**config.mk**
```make
export PLATFORM = sky130hd
export DESIGN_NAME = vng_ctrl
export DESIGN_NICKNAME = d
export VERILOG_FILES = /design/src/design/vng_pkg.sv /design/src/design/vng_ctrl.sv
export SDC_FILE = /design/constraint.sdc
export NUM_CORES = 1
export LEC_CHECK = 0
export BUFFER_PORTS_ARGS = -buffer_cell sky130_fd_sc_hd__buf_2
export CAP_MARGIN = 0
export CORE_ASPECT_RATIO = 1.75
export CORE_MARGIN = 10
export CORE_UTILIZATION = 30
export DETAILED_ROUTE_END_ITERATION = 10
export REMOVE_ABC_BUFFERS = 1
export SLEW_MARGIN = 25
export SYNTH_ARGS = -nofsm -noshare
export SYNTH_HDL_FRONTEND = slang
export SYNTH_SLANG_ARGS = --single-unit
```
**constraint.sdc**
```tcl
create_clock -name clk_i -period 2.4 [get_ports clk_i]
set_clock_uncertainty 0.05 [all_clocks]
set_input_delay 0.36 -clock clk_i [delete_from_list [all_inputs] [get_ports clk_i]]
set_output_delay 0.36 -clock clk_i [all_outputs]
set_load 0.02 [all_outputs]
```
**src/design/vng_pkg.sv**
```systemverilog
// shared constants, codes and control/status types of the vertex normal generator
package vng_pkg;

  localparam int unsigned VNG_VERTEX_COUNT = 1024;
  localparam int unsigned VNG_COORD_WIDTH  = 16;
  localparam int unsigned VNG_SUM_WIDTH    = 48;

  localparam int unsigned VIDX_W  = 10;
  localparam int unsigned OUT_W   = 16;
  localparam int unsigned NORM_W  = 24;
  localparam int unsigned SQ_W    = 50;
  localparam int unsigned ROOT_W  = 25;
  localparam int unsigned SQREM_W = 27;
  localparam int unsigned QUO_W   = 15;
  localparam int unsigned FRAC_W  = 14;

  typedef enum logic [1:0] {
    CMD_LOAD = 2'd0,
    CMD_TRI  = 2'd1,
    CMD_READ = 2'd2
  } item_cmd_e;

  typedef enum logic [1:0] {
    SEL_A,
    SEL_B,
    SEL_C,
    SEL_CLR
  } vsel_e;

  typedef enum logic [1:0] {
    EDGE_NONE,
    EDGE_A,
    EDGE_E1,
    EDGE_E2
  } edge_op_e;

  typedef enum logic [1:0] {
    WSRC_ZERO,
    WSRC_FACE,
    WSRC_ACC
  } wsrc_e;

  // multiplier operand pairs
  localparam logic [3:0] OP_NX_P = 4'd0;
  localparam logic [3:0] OP_NX_Q = 4'd1;
  localparam logic [3:0] OP_NY_P = 4'd2;
  localparam logic [3:0] OP_NY_Q = 4'd3;
  localparam logic [3:0] OP_NZ_P = 4'd4;
  localparam logic [3:0] OP_NZ_Q = 4'd5;
  localparam logic [3:0] OP_SQ_X = 4'd6;
  localparam logic [3:0] OP_SQ_Y = 4'd7;
  localparam logic [3:0] OP_SQ_Z = 4'd8;

  typedef struct packed {
    logic       capture;
    vsel_e      vsel;
    logic       pos_we;
    logic       pos_rd;
    edge_op_e   edge_op;
    logic       mul_en;
    logic [3:0] mul_sel;
    logic       acc_en;
    logic [3:0] acc_sel;
    logic       sum_rd;
    logic       sum_we;
    wsrc_e      wsrc;
    logic       clr_step;
    logic       mag_load;
    logic       norm_step;
    logic       sqrt_init;
    logic       sqrt_step;
    logic       div_init;
    logic       div_step;
    logic       res_store;
    logic [1:0] comp;
    logic       out_load;
    logic       out_deg;
  } vng_ctrl_t;

  typedef struct packed {
    logic [1:0] item_cmd;
    logic       a_ok;
    logic       tri_ok;
    logic       clr_last;
    logic       norm_zero;
    logic       norm_done;
  } vng_sts_t;

endpackage

```
**src/design/vng_ctrl.sv**
```systemverilog
// controller: item sequencing, clearing pass, configuration and output handshake
module vng_ctrl (
  input  logic               clk_i,
  input  logic               rst_ni,
  input  logic               in_valid_i,
  output logic               in_ready_o,
  output logic               out_valid_o,
  input  logic               out_ready_i,
  input  logic               cfg_valid_i,
  output logic               cfg_ready_o,
  input  logic               cfg_flat_mode_i,
  input  vng_pkg::vng_sts_t  sts_i,
  output vng_pkg::vng_ctrl_t ctrl_o
);
  import vng_pkg::*;

  localparam logic [4:0] S_CLEAR = 5'd0;
  localparam logic [4:0] S_IDLE  = 5'd1;
  localparam logic [4:0] S_DEC   = 5'd2;
  localparam logic [4:0] S_RA    = 5'd3;
  localparam logic [4:0] S_RB    = 5'd4;
  localparam logic [4:0] S_RC    = 5'd5;
  localparam logic [4:0] S_E2    = 5'd6;
  localparam logic [4:0] S_MUL   = 5'd7;
  localparam logic [4:0] S_SRD   = 5'd8;
  localparam logic [4:0] S_SWR   = 5'd9;
  localparam logic [4:0] S_FLAT  = 5'd10;
  localparam logic [4:0] S_RRD   = 5'd11;
  localparam logic [4:0] S_RMAG  = 5'd12;
  localparam logic [4:0] S_NORM  = 5'd13;
  localparam logic [4:0] S_SQ    = 5'd14;
  localparam logic [4:0] S_SQRT  = 5'd15;
  localparam logic [4:0] S_DIV   = 5'd16;
  localparam logic [4:0] S_OUT   = 5'd17;

  localparam logic [4:0] MUL_LAST  = 5'd6;
  localparam logic [4:0] SQ_LAST   = 5'd3;
  localparam logic [4:0] SQRT_LAST = 5'd24;
  localparam logic [4:0] DIV_STORE = 5'd16;
  localparam logic [4:0] CORNER_C  = 5'd2;
  localparam logic [1:0] COMP_Z    = 2'd2;

  logic [4:0] state_q, state_d;
  logic [4:0] k_q, k_d;
  logic [1:0] comp_q, comp_d;
  logic       deg_q, deg_d;
  logic       flat_q;
  logic       out_valid_q, out_valid_d;

  function automatic vsel_e corner(input logic [4:0] k);
    case (k)
      5'd0:    return SEL_A;
      5'd1:    return SEL_B;
      default: return SEL_C;
    endcase
  endfunction

  assign in_ready_o  = state_q == S_IDLE;
  assign cfg_ready_o = 1'b1;
  assign out_valid_o = out_valid_q;

  always_comb begin
    state_d = state_q;
    k_d     = k_q;
    comp_d  = comp_q;
    deg_d   = deg_q;
    ctrl_o  = '0;
    ctrl_o.comp = comp_q;
    case (state_q)
      S_CLEAR: begin
        ctrl_o.clr_step = 1'b1;
        ctrl_o.sum_we   = 1'b1;
        ctrl_o.vsel     = SEL_CLR;
        ctrl_o.wsrc     = WSRC_ZERO;
        if (sts_i.clr_last) begin
          state_d = S_IDLE;
        end
      end
      S_IDLE: begin
        if (in_valid_i) begin
          ctrl_o.capture = 1'b1;
          state_d = S_DEC;
        end
      end
      S_DEC: begin
        k_d     = '0;
        state_d = S_IDLE;
        case (sts_i.item_cmd)
          CMD_LOAD: begin
            if (sts_i.a_ok) begin
              ctrl_o.vsel   = SEL_A;
              ctrl_o.pos_we = 1'b1;
              ctrl_o.sum_we = 1'b1;
              ctrl_o.wsrc   = WSRC_ZERO;
            end
          end
          CMD_TRI: begin
            if (sts_i.tri_ok) begin
              state_d = S_RA;
            end
          end
          CMD_READ: begin
            if (sts_i.a_ok) begin
              state_d = S_RRD;
            end else begin
              deg_d   = 1'b1;
              state_d = S_OUT;
            end
          end
          default: ;
        endcase
      end
      S_RA: begin
        ctrl_o.vsel   = SEL_A;
        ctrl_o.pos_rd = 1'b1;
        state_d = S_RB;
      end
      S_RB: begin
        ctrl_o.vsel    = SEL_B;
        ctrl_o.pos_rd  = 1'b1;
        ctrl_o.edge_op = EDGE_A;
        state_d = S_RC;
      end
      S_RC: begin
        ctrl_o.vsel    = SEL_C;
        ctrl_o.pos_rd  = 1'b1;
        ctrl_o.edge_op = EDGE_E1;
        state_d = S_E2;
      end
      S_E2: begin
        ctrl_o.edge_op = EDGE_E2;
        state_d = S_MUL;
      end
      S_MUL: begin
        ctrl_o.mul_en  = k_q < MUL_LAST;
        ctrl_o.mul_sel = 4'(k_q);
        ctrl_o.acc_en  = k_q != '0;
        ctrl_o.acc_sel = 4'(k_q - 5'd1);
        k_d = k_q + 5'd1;
        if (k_q == MUL_LAST) begin
          k_d     = '0;
          state_d = flat_q ? S_FLAT : S_SRD;
        end
      end
      S_SRD: begin
        ctrl_o.vsel   = corner(k_q);
        ctrl_o.sum_rd = 1'b1;
        state_d = S_SWR;
      end
      S_SWR: begin
        ctrl_o.vsel   = corner(k_q);
        ctrl_o.sum_we = 1'b1;
        ctrl_o.wsrc   = WSRC_ACC;
        k_d     = k_q + 5'd1;
        state_d = (k_q == CORNER_C) ? S_IDLE : S_SRD;
      end
      S_FLAT: begin
        ctrl_o.vsel   = corner(k_q);
        ctrl_o.sum_we = 1'b1;
        ctrl_o.wsrc   = WSRC_FACE;
        k_d = k_q + 5'd1;
        if (k_q == CORNER_C) begin
          state_d = S_IDLE;
        end
      end
      S_RRD: begin
        ctrl_o.vsel   = SEL_A;
        ctrl_o.sum_rd = 1'b1;
        state_d = S_RMAG;
      end
      S_RMAG: begin
        ctrl_o.mag_load = 1'b1;
        state_d = S_NORM;
      end
      S_NORM: begin
        if (sts_i.norm_zero) begin
          deg_d   = 1'b1;
          state_d = S_OUT;
        end else if (sts_i.norm_done) begin
          k_d     = '0;
          state_d = S_SQ;
        end else begin
          ctrl_o.norm_step = 1'b1;
        end
      end
      S_SQ: begin
        ctrl_o.sqrt_init = k_q == '0;
        ctrl_o.mul_en    = k_q < SQ_LAST;
        ctrl_o.mul_sel   = OP_SQ_X + 4'(k_q);
        ctrl_o.acc_en    = k_q != '0;
        ctrl_o.acc_sel   = OP_SQ_X + 4'(k_q) - 4'd1;
        k_d = k_q + 5'd1;
        if (k_q == SQ_LAST) begin
          k_d     = '0;
          state_d = S_SQRT;
        end
      end
      S_SQRT: begin
        ctrl_o.sqrt_step = 1'b1;
        k_d = k_q + 5'd1;
        if (k_q == SQRT_LAST) begin
          k_d     = '0;
          comp_d  = '0;
          state_d = S_DIV;
        end
      end
      S_DIV: begin
        ctrl_o.div_init  = k_q == '0;
        ctrl_o.div_step  = (k_q != '0) && (k_q != DIV_STORE);
        ctrl_o.res_store = k_q == DIV_STORE;
        k_d = k_q + 5'd1;
        if (k_q == DIV_STORE) begin
          k_d    = '0;
          comp_d = comp_q + 2'd1;
          if (comp_q == COMP_Z) begin
            deg_d   = 1'b0;
            state_d = S_OUT;
          end
        end
      end
      S_OUT: begin
        if (!out_valid_q || out_ready_i) begin
          ctrl_o.out_load = 1'b1;
          ctrl_o.out_deg  = deg_q;
          deg_d   = 1'b0;
          state_d = S_IDLE;
        end
      end
      default: state_d = S_IDLE;
    endcase
  end

  always_comb begin
    out_valid_d = out_valid_q;
    if (ctrl_o.out_load) begin
      out_valid_d = 1'b1;
    end else if (out_ready_i) begin
      out_valid_d = 1'b0;
    end
  end

  always_ff @(posedge clk_i or negedge rst_ni) begin
    if (!rst_ni) begin
      state_q     <= S_CLEAR;
      k_q         <= '0;
      comp_q      <= '0;
      deg_q       <= 1'b0;
      flat_q      <= 1'b0;
      out_valid_q <= 1'b0;
    end else begin
      state_q     <= state_d;
      k_q         <= k_d;
      comp_q      <= comp_d;
      deg_q       <= deg_d;
      out_valid_q <= out_valid_d;
      if (cfg_valid_i) begin
        flat_q <= cfg_flat_mode_i;
      end
    end
  end

`ifndef SYNTH
  a_clear_blocks: assert property (@(posedge clk_i) disable iff (!rst_ni)
    state_q == S_CLEAR |-> !in_ready_o)
    else $error("input taken during clearing pass");
  a_out_free: assert property (@(posedge clk_i) disable iff (!rst_ni)
    ctrl_o.out_load |-> !out_valid_q || out_ready_i)
    else $error("result overwritten before transfer");
  a_accept_decode: assert property (@(posedge clk_i) disable iff (!rst_ni)
    in_valid_i && in_ready_o |=> state_q == S_DEC)
    else $error("accepted item not decoded");
`endif

endmodule

```
Yosys cells after proc, flatten, opt, wreduce, memory -nomap -nowiden
Index checks and enable logic that the tools add are counted.
{ "word_totals": {"inputBits": 13, "regBits": 15} }
{ "op_classes": {"n_reduce_logical": 19, "n_addsub": 5, "n_lt_le_gt_ge": 2, "mux": 60, "n_eq_ne": 42} }
{ "op_table": {"columns": ["op", "count"], "rows": [
  ["5-bit two-way mux", 18],
  ["5-bit one-hot mux with 18 select lines", 1],
  ["5-bit by 4-bit equality test with 1-bit output (second input constant)", 8],
  ["5-bit one-hot mux with 7 select lines", 1],
  ["2-bit != test (second input constant)", 13],
  ["5-bit by 3-bit equality test with 1-bit output (second input constant)", 5],
  ["1-bit two-way mux", 22],
  ["5-bit by 2-bit equality test with 1-bit output (second input constant)", 4],
  ["5-bit equality test (second input constant)", 4],
  ["10-bit one-hot mux with 2 select lines", 1],
  ["2-bit two-way mux", 6],
  ["3-bit one-hot mux with 4 select lines", 1],
  ["5-bit by 1-bit equality test with 1-bit output (second input constant)", 2],
  ["5-bit zero test", 2],
  ["2-bit one-hot mux with 5 select lines", 1],
  ["5-bit one-hot mux with 2 select lines", 1],
  ["10-bit AND reduction", 1],
  ["3-bit two-way mux", 3],
  ["2-bit one-hot mux with 2 select lines", 2],
  ["4-bit by 1-bit subtractor with 4-bit output (second input constant)", 2],
  ["7-bit AND reduction", 1],
  ["7-bit nonzero test", 1],
  ["2-bit one-hot mux with 3 select lines", 1],
  ["3-bit AND reduction", 2],
  ["other kinds (21)", 25]
]} }

Logic depth before layout (Yosys ltp)
Gate-level depths: netlist (run 1).
{ "logic_depth": {"ltp_word": 5, "ltp_mapped": 8, "mapped_depth_nobuf": 7} }

Worst setup path before layout (run 1)
No wires, ideal clock.
{ "synth_path": {"path_kind": "register to register", "startpoint": "register k_q[0]", "endpoint": "register state_q[0]", "stages_incl_launch_ff": 9, "setup_ps": 125, "setup_slack_ps": -43, "t_required_ps": 2225, "synth_period_minus_slack_ps": 2443, "arrival_ps": 2268, "path_buffers": 1, "cell_sequence": "dfrtp_1 clkbuf_1 inv_1 ha_1 or3b_1 o32ai_2 o211ai_2 nor3_2 mux2_4"} }
{ "synth_via": {"elab_chain_cells": 3} }
{ "synth_lines": {"columns": ["item", "line", "source"], "rows": [
  ["start: declaration", "vng_ctrl.sv:44", "logic [4:0] k_q, k_d;"],
  ["start signal: assignment", "vng_ctrl.sv:252", "k_q <= k_d;"],
  ["5-bit by 2-bit equality test with 1-bit output, or another cell as far along", "vng_ctrl.sv:155, vng_ctrl.sv:162", null],
  ["4-bit two-way mux or 2-bit != test (tied branches)", null, null],
  ["5-bit one-hot mux with 18 select lines or 10-bit AND reduction (tied branches)", null, null],
  ["end signal: assignment", "vng_ctrl.sv:251", "state_q <= state_d;"],
  ["end: declaration", "vng_ctrl.sv:43", "logic [4:0] state_q, state_d;"]
]} }
Several ways; a longest one is shown, not always the timed one.
A chain may end at the register's enable or synchronous reset.

==> reports/results.ini, run 1 <==
[clocking]
clock-root-buffer=clkbuf_8
cts_buffers=3
cts_tree=built
clock_latency_ns=0.25
clkTransAtPathRegs_ns=0.07
htreeDepth=1
cts_sinks=15
clock_path_buffers=2

[floorplanning]
die_w_um=77.6
dieArea_um2=9380
die_height_um=121
core_area_um2=5630
rows=36
io_pins=49
start_util=0.310

[power_and_ir_drop]
peakVddDrop_mv=0.414
p_sw_frac=0.513
power_frac_seq=0.139
power_frac_comb=0.791
power.density_nw_per_um2=1270
leakage_nw=1.15
intPower_w=0.00149
clkPwrFrac=0.070
power.total_w=0.00307
p_switching_w=0.00158

[synth]
ys_warn_count=0
syn_area_um2=1740
synthArstFlopShare=1.00
yosys.area.top_type_share=0.215
ys.flop_type=dfrtp_1
syn_area_per_cell_um2=7.39
synth-edff-count=0
ys_types=61
ys_top_cells_by_area=dfrtp_1, ha_1, nor2_1
synth_seq_area_share=0.215
synthCells=236
netlist.top_cell.by_area=dfrtp_1
yosys_register_bits=15

[global_route]
antenna_found_initial=0
grt_max_degree=24
busiest_layer=met2
globalRouteMet1Util=0.119
grt_pass1_vias=1983
track_usage=0.128
grt.overflow.total=0
grtUsageMet3=0.0289
grt_util_met2=0.250
grt_pass1_wl_mm=9.84

[status]
run_status=finished with violations
violations=setup timing

[cells_and_area]
antenna_cells=0
regArea_um2=377
drive_gt1_frac=0.370
nets=328
fill_cells=590
final_cell_mix=buf_2, buf_4, nor2_1, nand2_1, o21ai_0
multiInputGateArea_um2=1300
area_growth_pct=39.0
layout_commonest_cell=buf_2

[timing]
fmax_ghz=0.406
period_needed_ns=2.46
rsz0062_at_grt=true
finalWorstSetupSlack_ns=-0.0638
holdWs_ns=0.292
period_share=1.03
setup_tns_ns=-0.0638
slew_violations=0
finalSetupViolCount=1
hold_viol_final=0

[drt]
routed_via_density=5.30
drc=0
wire_per_inst_um=16.8
finalWirelength_mm=6.37
first_pass_iters=4
vias=2008
drt_iter0_markers=153
antenna_left=0

[setup_path]
cp_data_required_time_ns=1.99
cp-start-kind=flip-flop
arrival_ns=2.05
end_kind=primary output
path_class=flip-flop to primary output
crit_fanout=4

[place]
routabilityCongestion=0.928
post-dp-hpwl_mm=5.12
portBuffers=47

[run]
drv_cap=0

[worst_hold_path]
hold_class=primary input to flip-flop

-- critical path: stages (launching register included) --
cell and delay, ns:
dfrtp_1 0.40, inv_2 0.08, ha_4 0.28, nand2_4 0.05
nor3_4 0.21, a22oi_2 0.12, xnor2_1 0.21, mux2_4 0.32
buf_6 0.13
-- registers in the layout, summed over array words and instances (netlist names) --
| register | count |
|---|---|
| flat_q | 1 |
| state_q | 5 |
| k_q | 5 |
| out_valid_o | 1 |
| comp_q | 2 |
| deg_q | 1 |
-- repair_timing --
action | CTS | global route
setup buffers | 0 | 5
hold buffers | 1 | 0
setup endpoints to repair | 6 | 9
cloned | 0 | 0
resized for setup | 5 | 27
pin swaps | 3 | 8
endpoints found under the hold margin | 15 | 0
-- area by class of cell --
type	count	area share
timing repair buffer	83	0.227
clock buffer	3	0.0170
sequential	15	0.155
tap	76	0.0393
inverter	15	0.0232
multi-input combinational	186	0.536
clock inverter	1	0.00207
-- power groups by stage --
| stage | Combinational (W) | Clock, W | Sequential, W |
|---|---|---|---|
| 6_report | 0.00243 | 0.000214 | 0.000426 |
| 5_1_grt | 0.00263 | 0.000236 | 0.000435 |
| 4_1_cts | 0.00221 | 0.000217 | 0.000414 |
| 3_5_place_dp | 0.00219 | 0 | 0.000416 |
| 3_3_place_gp | 0.00218 | 0 | 0.000413 |
| 2_1_floorplan | 0.00119 | 0 | 0.000559 |
-- through the flow --
| stage | instances | instance area, um^2 | utilization | worst slack [ns] |
|---|---|---|---|---|
| after floorplan | 216 | 1650 | - | -0.0818 |
| after global placement | 369 | 2200 | 0.391 | 0.125 |
| after detailed placement | 369 | 2200 | 0.391 | 0.103 |
| after CTS | 374 | 2280 | 0.404 | -0.111 |
| after global routing | 379 | 2420 | 0.430 | -0.194 |
| final | 379 | 2420 | 0.430 | -0.0638 |
-- worst paths after layout --
path                               startpoint                      to  slack, ns  cells after the start
max in group asynchronous              rst_ni  state_q[2]$_DFFE_PN0P_       1.52                      2
setup / recovery           k_q[1]$_DFFE_PN0P_              ctrl_o[19]      -0.06                      8
hold / removal                cfg_flat_mode_i      flat_q$_DFFE_PN0P_       0.29                      2
min in group asynchronous              rst_ni      flat_q$_DFFE_PN0P_       0.50                      2
setup reg to reg           k_q[1]$_DFFE_PN0P_  state_q[0]$_DFFE_PN0P_       0.10                      7
hold reg to reg             deg_q$_DFFE_PN0P_       deg_q$_DFFE_PN0P_       0.46                      2
-- routing by layer --
metal | wire (um) | vias up | share of wire
met5 | 0 | - | 0
li1 | - | 983 | -
met3 | 291 | 19 | 0.046
met4 | 233 | 0 | 0.037
met2 | 3620 | 65 | 0.57
met1 | 2220 | 941 | 0.35
-- logic make-up (layout without fill, tap and decap cells) --
logic type | Yosys count | after routing | synth area share
AOI/OAI and AO/OA | 64 | 64 | 0.259
adders and majority gates | 11 | 11 | 0.0790
xor gates and xnor gates | 5 | 5 | 0.0251
buffers and inverters | 35 | 102 | 0.0876
and+or+nand+nor | 100 | 100 | 0.295
muxes | 5 | 5 | 0.0366
DFF | 15 | 15 | 0.215
other | 1 | 1 | 0.00215
-- synthesized netlist by cell type (5+ instances only) --
cell type	number
o21ai_0	18
inv_1	14
ha_1	11
clkbuf_1	9
nand2_1	24
buf_2	5
a21oi_1	12
nand3_1	5
nor2_1	27
dfrtp_1	15
nor3_1	12
Note: power is estimated with default switching activity, not from simulation.
==> inputs of run 2 (changes only) <==
==> constraint.sdc (replaced) <==
create_clock -name clk_i -period 3.18 [get_ports clk_i]
set_clock_uncertainty 0.05 [all_clocks]
set_input_delay 0.477 -clock clk_i [delete_from_list [all_inputs] [get_ports clk_i]]
set_output_delay 0.477 -clock clk_i [all_outputs]
set_load 0.02 [all_outputs]
==> run 2 against run 1 <==
  * The run now ends clean
  * Sequential cell count unchanged
  * Clock power is 21% lower
  * Highest routed layer unchanged
  * Die area stayed put
  * Largest cell class unchanged
  * Critical path depth is 2 lower
  * Via count is 6.2% lower
  * Largest power group unchanged
  * Global-route usage hardly changed
  * Critical endpoint unchanged
==> reports/results.ini, run 2 (synthesis results as in run 1) <==
[status]
run_status=finished, final reports clean  ; was finished with violations

[cells_and_area]
layout_commonest_cell=buf_2  ; unchanged
final_cell_mix=buf_2, nor2_1, nand2_1, o21ai_0, dfrtp_1  ; was buf_2, buf_4, nor2_1, nand2_1, o21ai_0
fin_area_um2=2100  ; was 2420 um^2
multiInputGateArea_um2=1210  ; was 1300 um^2
fill_cells=604  ; was 590
finish.utilization=0.373  ; was 0.430
regArea_um2=375  ; was 377 um^2
nets=302  ; was 328
reg.largest.list=k_q (5), state_q (5), comp_q (2)  ; unchanged
drive_gt1_frac=0.267  ; was 0.370
area_growth_pct=20.4  ; was 39.0%
antenna_cells=0  ; unchanged

[power_and_ir_drop]
power.total_w=0.00197  ; was 0.00307 W
power.density_nw_per_um2=940  ; was 1270 nW/um^2
leakage_nw=0.985  ; was 1.15 nW
peakVddDrop_mv=0.340  ; was 0.414 mV

[setup_path]
cp_data_required_time_ns=2.65  ; was 1.99 ns
path_class=flip-flop to primary output  ; unchanged
cp-start-kind=flip-flop  ; unchanged
arrival_ns=2.42  ; was 2.05 ns
end_kind=primary output  ; unchanged
crit_fanout=16  ; was 4

[clocking]
clock_path_buffers=2  ; unchanged
cts_tree=built  ; unchanged
postCtsSetupBuffers=0  ; unchanged
cts_sinks=15  ; unchanged
htreeDepth=1  ; unchanged
clock_latency_ns=0.26  ; was 0.25 ns
clock-root-buffer=clkbuf_8  ; unchanged
cts_buffers=3  ; unchanged
hold_buffers=0  ; was 1
cts_resized=0  ; was 5
clkTransAtPathRegs_ns=0.07  ; about the same

[floorplanning]
rows=36  ; unchanged
die_height_um=121  ; unchanged
dieArea_um2=9380  ; unchanged
start_util=0.310  ; unchanged
core_area_um2=5630  ; unchanged
die_w_um=77.6  ; unchanged
io_pins=49  ; unchanged

[timing]
fmax_ghz=0.339
setup_tns_ns=0  ; was -0.0638 ns
slew_violations=0  ; unchanged
tightest_slew_ns=0.594
hold_viol_final=0  ; unchanged
finalSetupViolCount=0  ; was 1
period_share=0.927
period_needed_ns=2.95
holdWs_ns=0.0715  ; was 0.292 ns
slew_headroom=0.602
rsz0062_at_grt=false  ; was true

[place]
routabilityCongestion=0.959  ; was 0.928
post-dp-hpwl_mm=4.84  ; was 5.12 mm
portBuffers=47  ; unchanged
dpl-instance-area_um2=2050  ; was 2200 um^2

[drt]
routed_via_density=5.33  ; was 5.30
wire_per_inst_um=16.8  ; about the same
antenna_left=0  ; unchanged
drt_iter0_markers=190  ; was 153
finalWirelength_mm=5.93  ; was 6.37 mm
first_pass_iters=4  ; unchanged
drc=0  ; unchanged
vias=1883  ; was 2,008

[global_route]
grt_pass1_vias=1982  ; was 1,983
antenna_found_initial=0  ; unchanged
grt.overflow.total=0  ; unchanged
grt_max_degree=23  ; was 24
grt_pass1_wl_mm=10.0  ; was 9.84 mm
track_usage=0.128  ; about the same

[run]
drv_cap=0  ; unchanged

[worst_hold_path]
hold_class=primary input to asynchronous set/reset pin  ; was primary input to flip-flop

==> run 2: layout make-up <==
type | count | area share
Sequential cell | 15 | 0.179
Timing Repair Buffer | 57 | 0.148
Inverter | 15 | 0.0268
Clock buffer | 3 | 0.0197
Clock inverter | 1 | 0.00239
Tap cell | 76 | 0.0453
Multi-Input combinational cell | 186 | 0.579
==> run 2: path summary, 6_finish.rpt <==
check                                       start                     end  slack, ns  depth (start not counted)
min reg2reg                     deg_q$_DFFE_PN0P_       deg_q$_DFFE_PN0P_       0.47                          2
max reg2reg                    k_q[1]$_DFFE_PN0P_  state_q[0]$_DFFE_PN0P_       0.66                          6
max                        state_q[0]$_DFFE_PN0P_              ctrl_o[19]       0.23                          6
max in group asynchronous                  rst_ni   comp_q[0]$_DFFE_PN0P_       2.73                          1
min                                        rst_ni  state_q[1]$_DFFE_PN0P_       0.07                          1
min in group clk_i                cfg_flat_mode_i      flat_q$_DFFE_PN0P_       0.41                          2
==> run 2: metal layers <==
| metal | vias up | track usage | share of wire |
|---|---|---|---|
| li1 | 924 | - | - |
| met1 | 881 | 0.131 | 0.36 |
| met2 | 60 | 0.240 | 0.56 |
| met3 | 18 | 0.0230 | 0.044 |
| met4 | 0 | 0.0677 | 0.039 |
| met5 | - | 0 | 0 |
==> run 2: metrics by stage <==
stage | setup slack (ns) | std cells
after CTS | 0.230 | 353
after detailed placement | 0.523 | 349
after global placement | 0.588 | 349
after floorplan | 0.588 | 216
after global routing | 0.0513 | 353
final | 0.232 | 353
==> run 2: power by group <==
part / total (W) / switching, W / internal (W)
Clock: 0.000169 / 0.0000815 / 0.0000873
Combinational: 0.00141 / 0.000856 / 0.000552
Sequential: 0.000396 / 0.000143 / 0.000253
==> run 2: critical path, stage by stage, from the launching register on <==
cell and delay [ns]:
dfrtp_1 0.54, or3b_1 0.52, nor3_1 0.28, a22oi_1 0.15, xnor2_1 0.17, mux2_1 0.33, buf_2 0.16
